`src/assert_macros.svh`:
```
// Assertion macros used by the matcher top level.
`ifndef ASSERT_MACROS_SVH
`define ASSERT_MACROS_SVH

// Implication checked on every rising clk edge, off while rst is high.
`define ASSERT_CLK(label, prop, msg) \
  label: assert property (@(posedge clk) disable iff (rst) (prop)) else $error(msg);

// Invariant that must hold on every rising clk edge, reset included.
`define ASSERT_ALWAYS(label, expr, msg) \
  label: assert property (@(posedge clk) (expr)) else $error(msg);

`endif

```
`src/rdsm_pkg.sv`:
```
// Package: sizes, opcodes, pattern symbols and cell control for the matcher.
package rdsm_pkg;

  localparam int MAX_PATTERN = 32;
  localparam int LEN_W       = $clog2(MAX_PATTERN + 1);
  localparam int IDX_W       = (MAX_PATTERN > 1) ? $clog2(MAX_PATTERN) : 1;
  localparam int SYM_W       = 8;
  localparam int OP_W        = 2;

  localparam logic [SYM_W-1:0] SYM_ANY  = 8'h2E;
  localparam logic [SYM_W-1:0] SYM_STAR = 8'h2A;

  typedef enum logic [OP_W-1:0] {
    OP_CLEAR  = 2'd0,
    OP_APPEND = 2'd1,
    OP_TEXT   = 2'd2,
    OP_FINISH = 2'd3
  } op_t;

  // per-cell control from the sequencer
  typedef struct packed {
    logic start;   // first text byte: seed from the empty-text column
    logic step;    // text byte accepted: take the new match bit
    logic clear;   // text abandoned: drop the match bit
    logic load;    // append lands in this cell
    logic active;  // cell index is below the pattern length
  } cell_ctl_t;

endpackage

```
`src/rdsm_ifs.sv`:
```
// Interfaces: command channel and result channel.
interface rdsm_cmd_if;
  import rdsm_pkg::*;
  logic             valid;
  logic             ready;
  logic [OP_W-1:0]  opcode;
  logic [SYM_W-1:0] symbol;
  modport source (output valid, output opcode, output symbol, input ready);
  modport sink   (input valid, input opcode, input symbol, output ready);
endinterface

interface rdsm_res_if;
  logic valid;
  logic ready;
  logic matched;
  logic overflow;
  modport source (output valid, output matched, output overflow, input ready);
  modport sink   (input valid, input matched, input overflow, output ready);
endinterface

```
`src/rdsm_cell.sv`:
```
// One pattern cell: pattern byte, empty-text match bit and running match bit.
module rdsm_cell (
  input  logic                     clk,
  input  logic                     rst,
  input  rdsm_pkg::cell_ctl_t      ctl,
  input  logic [rdsm_pkg::SYM_W-1:0] sym,
  input  logic                     prev_cur,     // column bit of left cell
  input  logic                     prev_fits,    // left cell byte fits sym
  input  logic                     prev2_next,   // new bit two cells left
  input  logic                     prev2_empty,  // empty-text bit two cells left
  output logic                     cur,
  output logic                     fits,
  output logic                     next_bit,
  output logic                     empty,
  output logic                     match
);
  import rdsm_pkg::*;

  logic [SYM_W-1:0] pat;
  logic             is_star;

  // pattern byte and its empty-text bit only change on append
  always_ff @(posedge clk) begin
    if (ctl.load) begin
      pat   <= sym;
      empty <= (sym == SYM_STAR) & prev2_empty;
    end
  end

  always_ff @(posedge clk) begin
    if (rst || ctl.clear) begin
      match <= 1'b0;
    end else if (ctl.step) begin
      match <= next_bit;
    end
  end

  assign is_star  = (pat == SYM_STAR);
  assign fits     = (pat == SYM_ANY) || (pat == sym);
  assign cur      = ctl.active & (ctl.start ? empty : match);
  // byte step, or star: skip pair / repeat preceding byte
  assign next_bit = ctl.active &
                    ((fits & prev_cur) | (is_star & (prev2_next | (prev_fits & cur))));

endmodule

```
`src/regex_dot_star_matcher_unit.sv`:
```
// Top level: command decode, chain of pattern cells and result register.
//
//  channel | dir | word                      | note
//  --------+-----+---------------------------+------------------------------
//  cmd     | in  | opcode[1:0], symbol[7:0]  | clear / append / text / finish
//  res     | out | matched, overflow         | one word per finish
//
// A new command word is taken each cycle while cmd.ready is high.
// A text byte updates all cells in that cycle; the only long path is the
// ripple of new match bits through runs of star cells.
// rst (synchronous) empties the pattern and clears the overflow, text and result-valid flags.
// cmd stalls only while a result word waits in the output register and
// res.ready is low.
`include "assert_macros.svh"

module regex_dot_star_matcher_unit (
  input logic        clk,
  input logic        rst,
  rdsm_cmd_if.sink   cmd,
  rdsm_res_if.source res
);
  import rdsm_pkg::*;

  logic [LEN_W-1:0] len;
  logic             overflowed;
  logic             text_started;
  logic             res_valid;
  logic             res_matched;
  logic             res_overflow;

  logic             cmd_acc;
  op_t              op;
  logic             do_clear, do_append, do_text, do_finish;
  logic             pat_full;

  cell_ctl_t        ctl [MAX_PATTERN];
  // column vectors, bit 0 is the virtual empty-pattern cell
  logic [MAX_PATTERN:0]   cur_col;
  logic [MAX_PATTERN:0]   fits_col;
  logic [MAX_PATTERN:0]   next_col;
  logic [MAX_PATTERN:0]   empty_col;
  logic [MAX_PATTERN-1:0] match_bits;
  logic                   final_bit;

  // output register parts the two sides
  assign cmd.ready = !res_valid || res.ready;
  assign cmd_acc   = cmd.valid && cmd.ready;
  assign op        = op_t'(cmd.opcode);

  always_comb begin
    do_clear  = 1'b0;
    do_append = 1'b0;
    do_text   = 1'b0;
    do_finish = 1'b0;
    unique case (op)
      OP_CLEAR:  do_clear  = cmd_acc;
      OP_APPEND: do_append = cmd_acc;
      OP_TEXT:   do_text   = cmd_acc;
      OP_FINISH: do_finish = cmd_acc;
      default:   do_clear  = 1'b0;
    endcase
  end

  assign pat_full = (len == LEN_W'(MAX_PATTERN));

  always_ff @(posedge clk) begin
    if (rst) begin
      len          <= '0;
      overflowed   <= 1'b0;
      text_started <= 1'b0;
    end else begin
      if (do_clear) begin
        len        <= '0;
        overflowed <= 1'b0;
      end else if (do_append) begin
        if (pat_full) overflowed <= 1'b1;
        else          len        <= len + LEN_W'(1);
      end
      // anything but a text byte ends the text in progress
      if (do_text) text_started <= 1'b1;
      else if (cmd_acc) text_started <= 1'b0;
    end
  end

  // column seeds: bit 0 is set only while no text is in progress
  assign cur_col[0]   = !text_started;
  assign fits_col[0]  = 1'b0;
  assign next_col[0]  = 1'b0;
  assign empty_col[0] = 1'b1;

  for (genvar k = 0; k < MAX_PATTERN; k++) begin : g_cell
    logic p2_next, p2_empty;

    always_comb begin
      ctl[k].start  = !text_started;
      ctl[k].step   = do_text;
      ctl[k].clear  = cmd_acc && !do_text;
      ctl[k].load   = do_append && (len == LEN_W'(k));
      ctl[k].active = (len > LEN_W'(k));
    end

    if (k == 0) begin : g_first
      // leading star matches empty; no pair to skip
      assign p2_next  = 1'b0;
      assign p2_empty = 1'b1;
    end else begin : g_rest
      assign p2_next  = next_col[k-1];
      assign p2_empty = empty_col[k-1];
    end

    rdsm_cell u_cell (
      .clk         (clk),
      .rst         (rst),
      .ctl         (ctl[k]),
      .sym         (cmd.symbol),
      .prev_cur    (cur_col[k]),
      .prev_fits   (fits_col[k]),
      .prev2_next  (p2_next),
      .prev2_empty (p2_empty),
      .cur         (cur_col[k+1]),
      .fits        (fits_col[k+1]),
      .next_bit    (next_col[k+1]),
      .empty       (empty_col[k+1]),
      .match       (match_bits[k])
    );
  end

  // bit of the full pattern in the column
  always_comb begin
    logic [LEN_W-1:0] last;
    last      = len - LEN_W'(1);
    final_bit = match_bits[last[IDX_W-1:0]];
  end

  always_ff @(posedge clk) begin
    if (rst) begin
      res_valid <= 1'b0;
    end else if (do_finish) begin
      res_valid <= 1'b1;
    end else if (res.ready) begin
      res_valid <= 1'b0;
    end
  end

  always_ff @(posedge clk) begin
    if (do_finish) begin
      res_matched  <= text_started && (len != '0) && final_bit;
      res_overflow <= overflowed;
    end
  end

  assign res.valid    = res_valid;
  assign res.matched  = res_matched;
  assign res.overflow = res_overflow;

  // length is unknown until the first reset edge, so reset masks the check
  `ASSERT_ALWAYS(a_len_range, rst || (len <= LEN_W'(MAX_PATTERN)), "pattern length past capacity")
  `ASSERT_CLK(a_ovf_full, overflowed |-> pat_full, "overflow flag without full pattern")
  `ASSERT_CLK(a_finish_res, do_finish |=> (res_valid && !text_started), "finish lost its result")
  `ASSERT_CLK(a_text_seen, do_text |=> text_started, "text byte did not start text")

endmodule
```
`src/flat_wrapper.sv`:
```
// flat-port wrapper written by rule: the top's interface ports become plain ports
module regex_dot_star_matcher_unit_flat import rdsm_pkg::*;
  (clk, rst, cmd_valid, cmd_opcode, cmd_symbol, cmd_ready, res_valid, res_matched, res_overflow, res_ready);
  rdsm_cmd_if cmd_i ();
  rdsm_res_if res_i ();
  input logic clk;
  input logic rst;
  input wire logic [$bits(cmd_i.valid)-1:0] cmd_valid;
  input wire logic [$bits(cmd_i.opcode)-1:0] cmd_opcode;
  input wire logic [$bits(cmd_i.symbol)-1:0] cmd_symbol;
  output wire logic [$bits(cmd_i.ready)-1:0] cmd_ready;
  output wire logic [$bits(res_i.valid)-1:0] res_valid;
  output wire logic [$bits(res_i.matched)-1:0] res_matched;
  output wire logic [$bits(res_i.overflow)-1:0] res_overflow;
  input wire logic [$bits(res_i.ready)-1:0] res_ready;
  assign cmd_i.valid = cmd_valid;
  assign cmd_i.opcode = cmd_opcode;
  assign cmd_i.symbol = cmd_symbol;
  assign cmd_ready = cmd_i.ready;
  assign res_valid = res_i.valid;
  assign res_matched = res_i.matched;
  assign res_overflow = res_i.overflow;
  assign res_i.ready = res_ready;
  regex_dot_star_matcher_unit u_core (.clk(clk), .rst(rst), .cmd(cmd_i), .res(res_i));
endmodule
```
`config.mk`:
```
export PLATFORM = sky130hd
export DESIGN_NAME = regex_dot_star_matcher_unit_flat
export DESIGN_NICKNAME = d
export VERILOG_FILES = /design/src/rdsm_pkg.sv /design/src/rdsm_ifs.sv /design/src/rdsm_cell.sv /design/src/regex_dot_star_matcher_unit.sv /design/src/flat_wrapper.sv
export VERILOG_INCLUDE_DIRS = /design/src /design/src/src
export SDC_FILE = /design/constraint.sdc
export NUM_CORES = 1
export LEC_CHECK = 0
export BUFFER_PORTS_ARGS = -buffer_cell sky130_fd_sc_hd__buf_2
export CAP_MARGIN = 40
export CORE_ASPECT_RATIO = 0.8
export CORE_UTILIZATION = 30
export DETAILED_ROUTE_END_ITERATION = 12
export SLEW_MARGIN = 25
export SYNTH_ARGS = -nofsm -noshare
export SYNTH_HDL_FRONTEND = slang
export SYNTH_SLANG_ARGS = --single-unit
```
`constraint.sdc`:
```
create_clock -name clk -period 4.7 [get_ports clk]
set_clock_uncertainty 0.15 [all_clocks]
set_input_delay 0.235 -clock clk [delete_from_list [all_inputs] [get_ports clk]]
set_output_delay 0.235 -clock clk [all_outputs]
set_load 0.02 [all_outputs]
```
==> Yosys cells after proc, flatten, opt, wreduce, memory -nomap -nowiden <==
Index checks and enable logic that the tools add are counted.
{ "word_totals": {"reg_bits": 331, "word_cells": 641, "in_bits": 14} }
{ "classes": {"muxes": 42, "n_lt_le_gt_ge": 33, "eq_ne": 131, "n_bitwise": 250, "n_reduce_logical": 81, "addsub": 2} }
{ "op_table": {"columns": ["operator", "n"], "rows": [
  ["$eq A8 B6 Y1 const B", 64],
  ["$eq A8 B8 Y1", 32],
  ["$and A1 B1 Y1", 188],
  ["$eq A6 B5 Y1 const B", 16],
  ["$gt A6 B5 Y1 const B", 16],
  ["$or A1 B1 Y1", 61],
  ["$eq A6 B4 Y1 const B", 8],
  ["$gt A6 B4 Y1 const B", 8],
  ["$mux W1", 41],
  ["$logic_and A1 B1 Y1", 36],
  ["$logic_or A1 B1 Y1", 34],
  ["$eq A6 B3 Y1 const B", 4],
  ["$gt A6 B3 Y1 const B", 4],
  ["$eq A6 B2 Y1 const B", 2],
  ["$gt A6 B1 Y1 const B", 2],
  ["$gt A6 B2 Y1 const B", 2],
  ["$add A6 B1 Y6 const B", 1],
  ["$eq A6 B1 Y1 const B", 1],
  ["$eq A6 B6 Y1 const B", 1],
  ["$logic_not A6 Y1", 1],
  ["$lt A5 B6 Y1 const B", 1],
  ["$reduce_bool A6 Y1", 1],
  ["$bmux W1 S5", 1],
  ["$sub A5 B1 Y5 const B", 1],
  ["other kinds (8)", 13]
]} }

==> Depth between registers and ports, before layout <==
{ "logic_depth": {"depth_word": 66, "depth_mapped": 14} }

==> By module <==
From an unflattened synthesis, not the netlist that was laid out.
{ "unflattened": {"cells_unflattened": 1473, "area_unflattened_um2": 17289.1} }
{ "modules_own_cells": {"columns": ["module", "area_each_um2", "seq_area_each_um2", "cells_per_inst", "n_inst"], "rows": [
  ["rdsm_cell", 495.5, 290.3, 39, 32],
  ["regex_dot_star_matcher_unit", 1433.9, 240.2, 225, 1]
]} }

==> Worst setup path before layout <==
No wires, ideal clock.
{ "synth_timing": {"path_type": "register -> register", "start": "reg u_core.len[0]", "end": "reg u_core.g_cell[11].u_cell.match", "path_buffers": 1, "synth_period_minus_slack_ns": 3.557, "stages_incl_launch_ff": 13, "setup_time_ns": 0.059, "required_ns": 4.491, "arrival_ns": 3.349, "slack_ns": 1.143, "cell_sequence": "dfxtp_1 buf_1 inv_1 ha_1 or3_1 a21oi_1 a32oi_2 a2111oi_2 nor2_1 and2_1 o21a_1 a221oi_1 o221a_2"} }
{ "synth_between": {"elab_chain_len": 26, "word_cells_on_any_way": 59} }
{ "synth_rtl": {"columns": ["element", "line_no", "rtl"], "rows": [
  ["start, declared", "regex_dot_star_matcher_unit.sv:24", "logic [LEN_W-1:0] len;"],
  ["start signal, assigned", "regex_dot_star_matcher_unit.sv:77", "else len <= len + LEN_W'(1);"],
  ["$gt A6 B1 Y1", "regex_dot_star_matcher_unit.sv:99", "ctl[k].active = (len > LEN_W'(k));"],
  ["$and A1 B1 Y1", "rdsm_cell.sv:40", "assign cur = ctl.active & (ctl.start ? empty : match);"],
  ["$and A1 B1 Y1 (2 in a row)", "rdsm_cell.sv:43", "((fits & prev_cur) | (is_star & (prev2_next | (prev_fits & cur))));"],
  ["$or A1 B1 Y1", "rdsm_cell.sv:43", null],
  ["$and A1 B1 Y1", "rdsm_cell.sv:42", "assign next_bit = ctl.active &"],
  ["$or A1 B1 Y1", "rdsm_cell.sv:43", null],
  ["$and A1 B1 Y1", "rdsm_cell.sv:43", null],
  ["$or A1 B1 Y1", "rdsm_cell.sv:43", null],
  ["(+9 left out)", null, null],
  ["$or A1 B1 Y1", "rdsm_cell.sv:43", null],
  ["$and A1 B1 Y1", "rdsm_cell.sv:43", null],
  ["$or A1 B1 Y1", "rdsm_cell.sv:43", null],
  ["$and A1 B1 Y1", "rdsm_cell.sv:42", null],
  ["$or A1 B1 Y1", "rdsm_cell.sv:43", null],
  ["$and A1 B1 Y1", "rdsm_cell.sv:43", null],
  ["$or A1 B1 Y1", "rdsm_cell.sv:43", null],
  ["$and A1 B1 Y1 (*)", "rdsm_cell.sv:42", null],
  ["end signal, assigned", "rdsm_cell.sv:34", "match <= next_bit;"],
  ["end, declared", "rdsm_cell.sv:15", "output logic match"]
]} }
Every way passes the cells marked *; elsewhere a longest branch is shown, timed or not.
A chain may end at the register's enable or synchronous reset.

==> Worst setup path after layout <==
{ "layout_timing": {"start": "reg u_core.len[1]", "end": "reg u_core.g_cell[28].u_cell.match"} }
{ "layout_between": {"elab_chain_len": 59, "word_cells_on_any_way": 142} }
{ "layout_rtl": {"columns": ["element", "line_no"], "rows": [
  ["$gt A6 B2 Y1", "regex_dot_star_matcher_unit.sv:99"],
  ["$and A1 B1 Y1", "rdsm_cell.sv:40"],
  ["$and A1 B1 Y1", "rdsm_cell.sv:43"],
  ["$or A1 B1 Y1", "rdsm_cell.sv:43"],
  ["$and A1 B1 Y1", "rdsm_cell.sv:43"],
  ["$or A1 B1 Y1", "rdsm_cell.sv:43"],
  ["$and A1 B1 Y1", "rdsm_cell.sv:42"],
  ["$or A1 B1 Y1", "rdsm_cell.sv:43"],
  ["(+43 left out)", null],
  ["$or A1 B1 Y1", "rdsm_cell.sv:43"],
  ["$and A1 B1 Y1", "rdsm_cell.sv:43"],
  ["$or A1 B1 Y1", "rdsm_cell.sv:43"],
  ["$and A1 B1 Y1", "rdsm_cell.sv:42"],
  ["$or A1 B1 Y1", "rdsm_cell.sv:43"],
  ["$and A1 B1 Y1", "rdsm_cell.sv:43"],
  ["$or A1 B1 Y1", "rdsm_cell.sv:43"],
  ["$and A1 B1 Y1 (*)", "rdsm_cell.sv:42"],
  ["end signal, assigned", "rdsm_cell.sv:34"],
  ["end, declared", "rdsm_cell.sv:15"]
]} }
Marks and branches as above.

==> out/results.tsv <==
metric	value	unit
route.met2.wl	16600	um
setup_viol	0	
switching_share	21.5	%
cp_top_family	compound AO/OA/AOI/OAI gates	
grt_max_degree	52	
grt_pass1_vias	11100	
drv_slew	0	
vias_per_cell	5.13	
p_int	0.00496	W
cts_tree	done	
period_share	84.1	%
slew_headroom	46.0	%
fill_cells	5506	
yosysMostFrequentCell	edfxtp_1	
cts.root.buffer_cell	clkbuf_16	
hold_violations	0	
initial_utilization	30.6	%
grt_pass1_wl	64600	um
syn_to_final_growth	12.6	%
switching_power	0.00136	W
htreeDepth	2	
r2r_start	u_core.len[1]$_SDFFE_PP0P_	
antenna-diode-count	0	
drc	0	
core_area	0.0557	mm2
fmax	0.253	GHz
synth_top_cell_by_area	edfxtp_1	
cp_cell_sequence	inv_1, ha_1, nor3b_1, o21ai_0, nor3_1, o2bb2ai_1, nor3_1, a221oi_4, a211o_1, a21oi_1, o21ai_0, a21oi_1	
vias	11200	
first_pass_iters	5	
slowest_delay	0.58	ns
clk_path_buf_depth	3	
initialDrtViolationCount	927	
ys_ff_latch	331	
ant_nets	0	
crit_path_start	u_core.len[1]$_SDFFE_PP0P_	
route.met3.wl	3300	um
rsz0062_at_grt	false	
synth_edf_count	290	
critical_path_depth	12	
p_per_area	330	mW/mm2
hold_depth	1	
arrival	4.26	ns
wl_met1	20600	um
die_height	215	um
synth_nets	1385	
cts_setup_buffers	0	
antenna_found_initial	0	
ctsHoldBuffers	4	
ir_drop	0.000211	V
yosysTopAreaCellShare	51.1	%
p_clk_share	43.2	%
outcome	finished clean	
globalplace.congestion	0.934	
cts.clk_slew.worst_paths	0.07	ns
static-leakage-power	5.93	nW
finalCriticalPeriod	3.95	ns
ys_warn_count	0	
netlist_area	0.0170	mm2
syn_area_per_cell	12.5	um2
synth.distinct_cells	88	
crit_path_start_kind	register	
multi_input_area	0.00688	mm2
cp.required	5.01	ns
routed_wl	41100	um
async_flop_share	0	%
criticalPathCategory	register to register	
tightestPinTransition	0.810	ns
seqCellArea	0.00953	mm2
hold_start	cmd_symbol[7]	
slowest_stage	dfxtp_1	
core.rowCount	77	
ff2ff_path_depth	12	
cts.repair.resized	0	
wl_per_cell	18.8	um
portBuffers	17	
cp_max_fo	12	
drive_above_1_share	12.7	%
sequentialPowerShare	51.1	%
yosysSeqAreaShare	55.9	%
clk-insertion-delay-late	0.53	ns
hpwlAfterDp	28400	um
grt_usage	14.2	%
cts_sinks	331	
crit_path_end_kind	register	
yosys_most_used_dff	edfxtp_1	
synthCells	1366	
cts_buffers	35	
hp-class	input port to register	
dieArea	0.0578	mm2
synth_commonest_cells	290 x edfxtp_1, 212 x xnor2_1, 89 x nor2_1, 62 x nand4_1, 55 x a21oi_1	
cap_violations	0	
dieWidth	268	um
dr.max_layer_used	met4	
grt_overflow	0	
netlist_top_cells_area	edfxtp_1 51%, xnor2_1 11%, dfxtp_1 4.8%, xor2_1 2.6%, nand4_1 2.3%	
tns	0	ns
io_pins	18	
postLayoutCoreUtil	34.5	%
pwr-share-comb	5.7	%
final_nets	1433	
path_buf_inv	1	
==> cell usage in the layout, fill, tap and decap left out, types with 12 or more instances in the layout <==
cell type,netlist,routed
nor4_1,17,14
edfxtp_1,290,290
mux2i_1,26,26
nor2_1,89,89
dfxtp_1,41,40
xor2_1,50,50
nand2_1,54,54
xnor2_1,212,212
buf_4,8,55
o21ai_0,49,49
buf_2,6,12
nor4b_1,30,30
o22ai_1,18,18
and2_1,38,38
nand4_1,62,62
nand4b_1,21,21
a21oi_1,55,54
clkbuf_16,0,37
inv_1,28,28
nor3_1,26,25
==> registers in the layout, summed over array words and instances (netlist names) <==
| name | cells |
|---|---|
| u_core.len | 6 |
| u_core.text_started | 1 |
| u_core.g_cell.u_cell.pat | 256 |
| u_core.res.overflow | 1 |
| u_core.res.matched | 1 |
| u_core.res.valid | 1 |
| u_core.g_cell.u_cell.empty | 32 |
| u_core.g_cell.u_cell.match | 32 |
| u_core.overflowed | 1 |
==> path summary, 6_finish.rpt <==
check / endpoint / slack, ns
max: u_core.g_cell[28].u_cell.match$_SDFFE_PP0P_ / 0.75
min: u_core.g_cell[9].u_cell.pat[7]$_DFFE_PP_ / 0.01
min reg2reg: u_core.g_cell[25].u_cell.match$_SDFFE_PP0P_ / 0.38
max reg2reg: u_core.g_cell[28].u_cell.match$_SDFFE_PP0P_ / 0.75
==> power groups by stage <==
stage | clock network [W] | registers, W | logic [W]
finish | 0.00273 | 0.00323 | 0.000359
detailed placement | 0 | 0.00329 | 0.000359
floorplan | 0 | 0.00328 | 0.000263
CTS | 0.00279 | 0.00323 | 0.000362
global route | 0.00290 | 0.00323 | 0.000393
global placement | 0 | 0.00330 | 0.000350
==> kinds of logic after synthesis <==
logic type | Yosys count | synth area share [%]
and+or+nand+nor | 407 | 13.9
AOI/OAI and AO/OA | 219 | 9.08
buffers and inverters | 98 | 3.89
muxes | 44 | 3.38
xor gates and xnor gates | 262 | 13.5
DFF | 331 | 55.9
adders and majority gates | 5 | 0.367
==> per-stage QoR <==
stage	hold slack [ns]	instances	power, W	setup WS (ns)	cell area [um2]
final	0.0120	2187	0.00632	0.748	19200
after global routing	0.0138	2187	0.00653	0.518	19200
after CTS	0.00417	2175	0.00639	0.864	19100
after detailed placement	0.364	2111	0.00365	0.924	17900
after global placement	0.359	2100	0.00365	0.898	17900
after floorplan	0.154	1366	0.00355	1.14	17000
==> area by class of cell <==
class | count | share of cell area (%)
Clock buffer | 43 | 4.99
Tap cell | 750 | 4.89
Inverter | 29 | 0.567
Multi-Input combinational cell | 937 | 35.9
Timing Repair Buffer | 80 | 3.19
Sequential cell | 331 | 49.7
Clock inverter | 17 | 0.828
==> per-layer routing <==
metal | vias to the layer above | global-route usage, %
met1 | 5589 | 21.9
met5 | - | 0
met2 | 367 | 19.7
li1 | 5217 | -
met3 | 48 | 3.80
met4 | 0 | 2.86
Power figures use the tool's default switching activity.
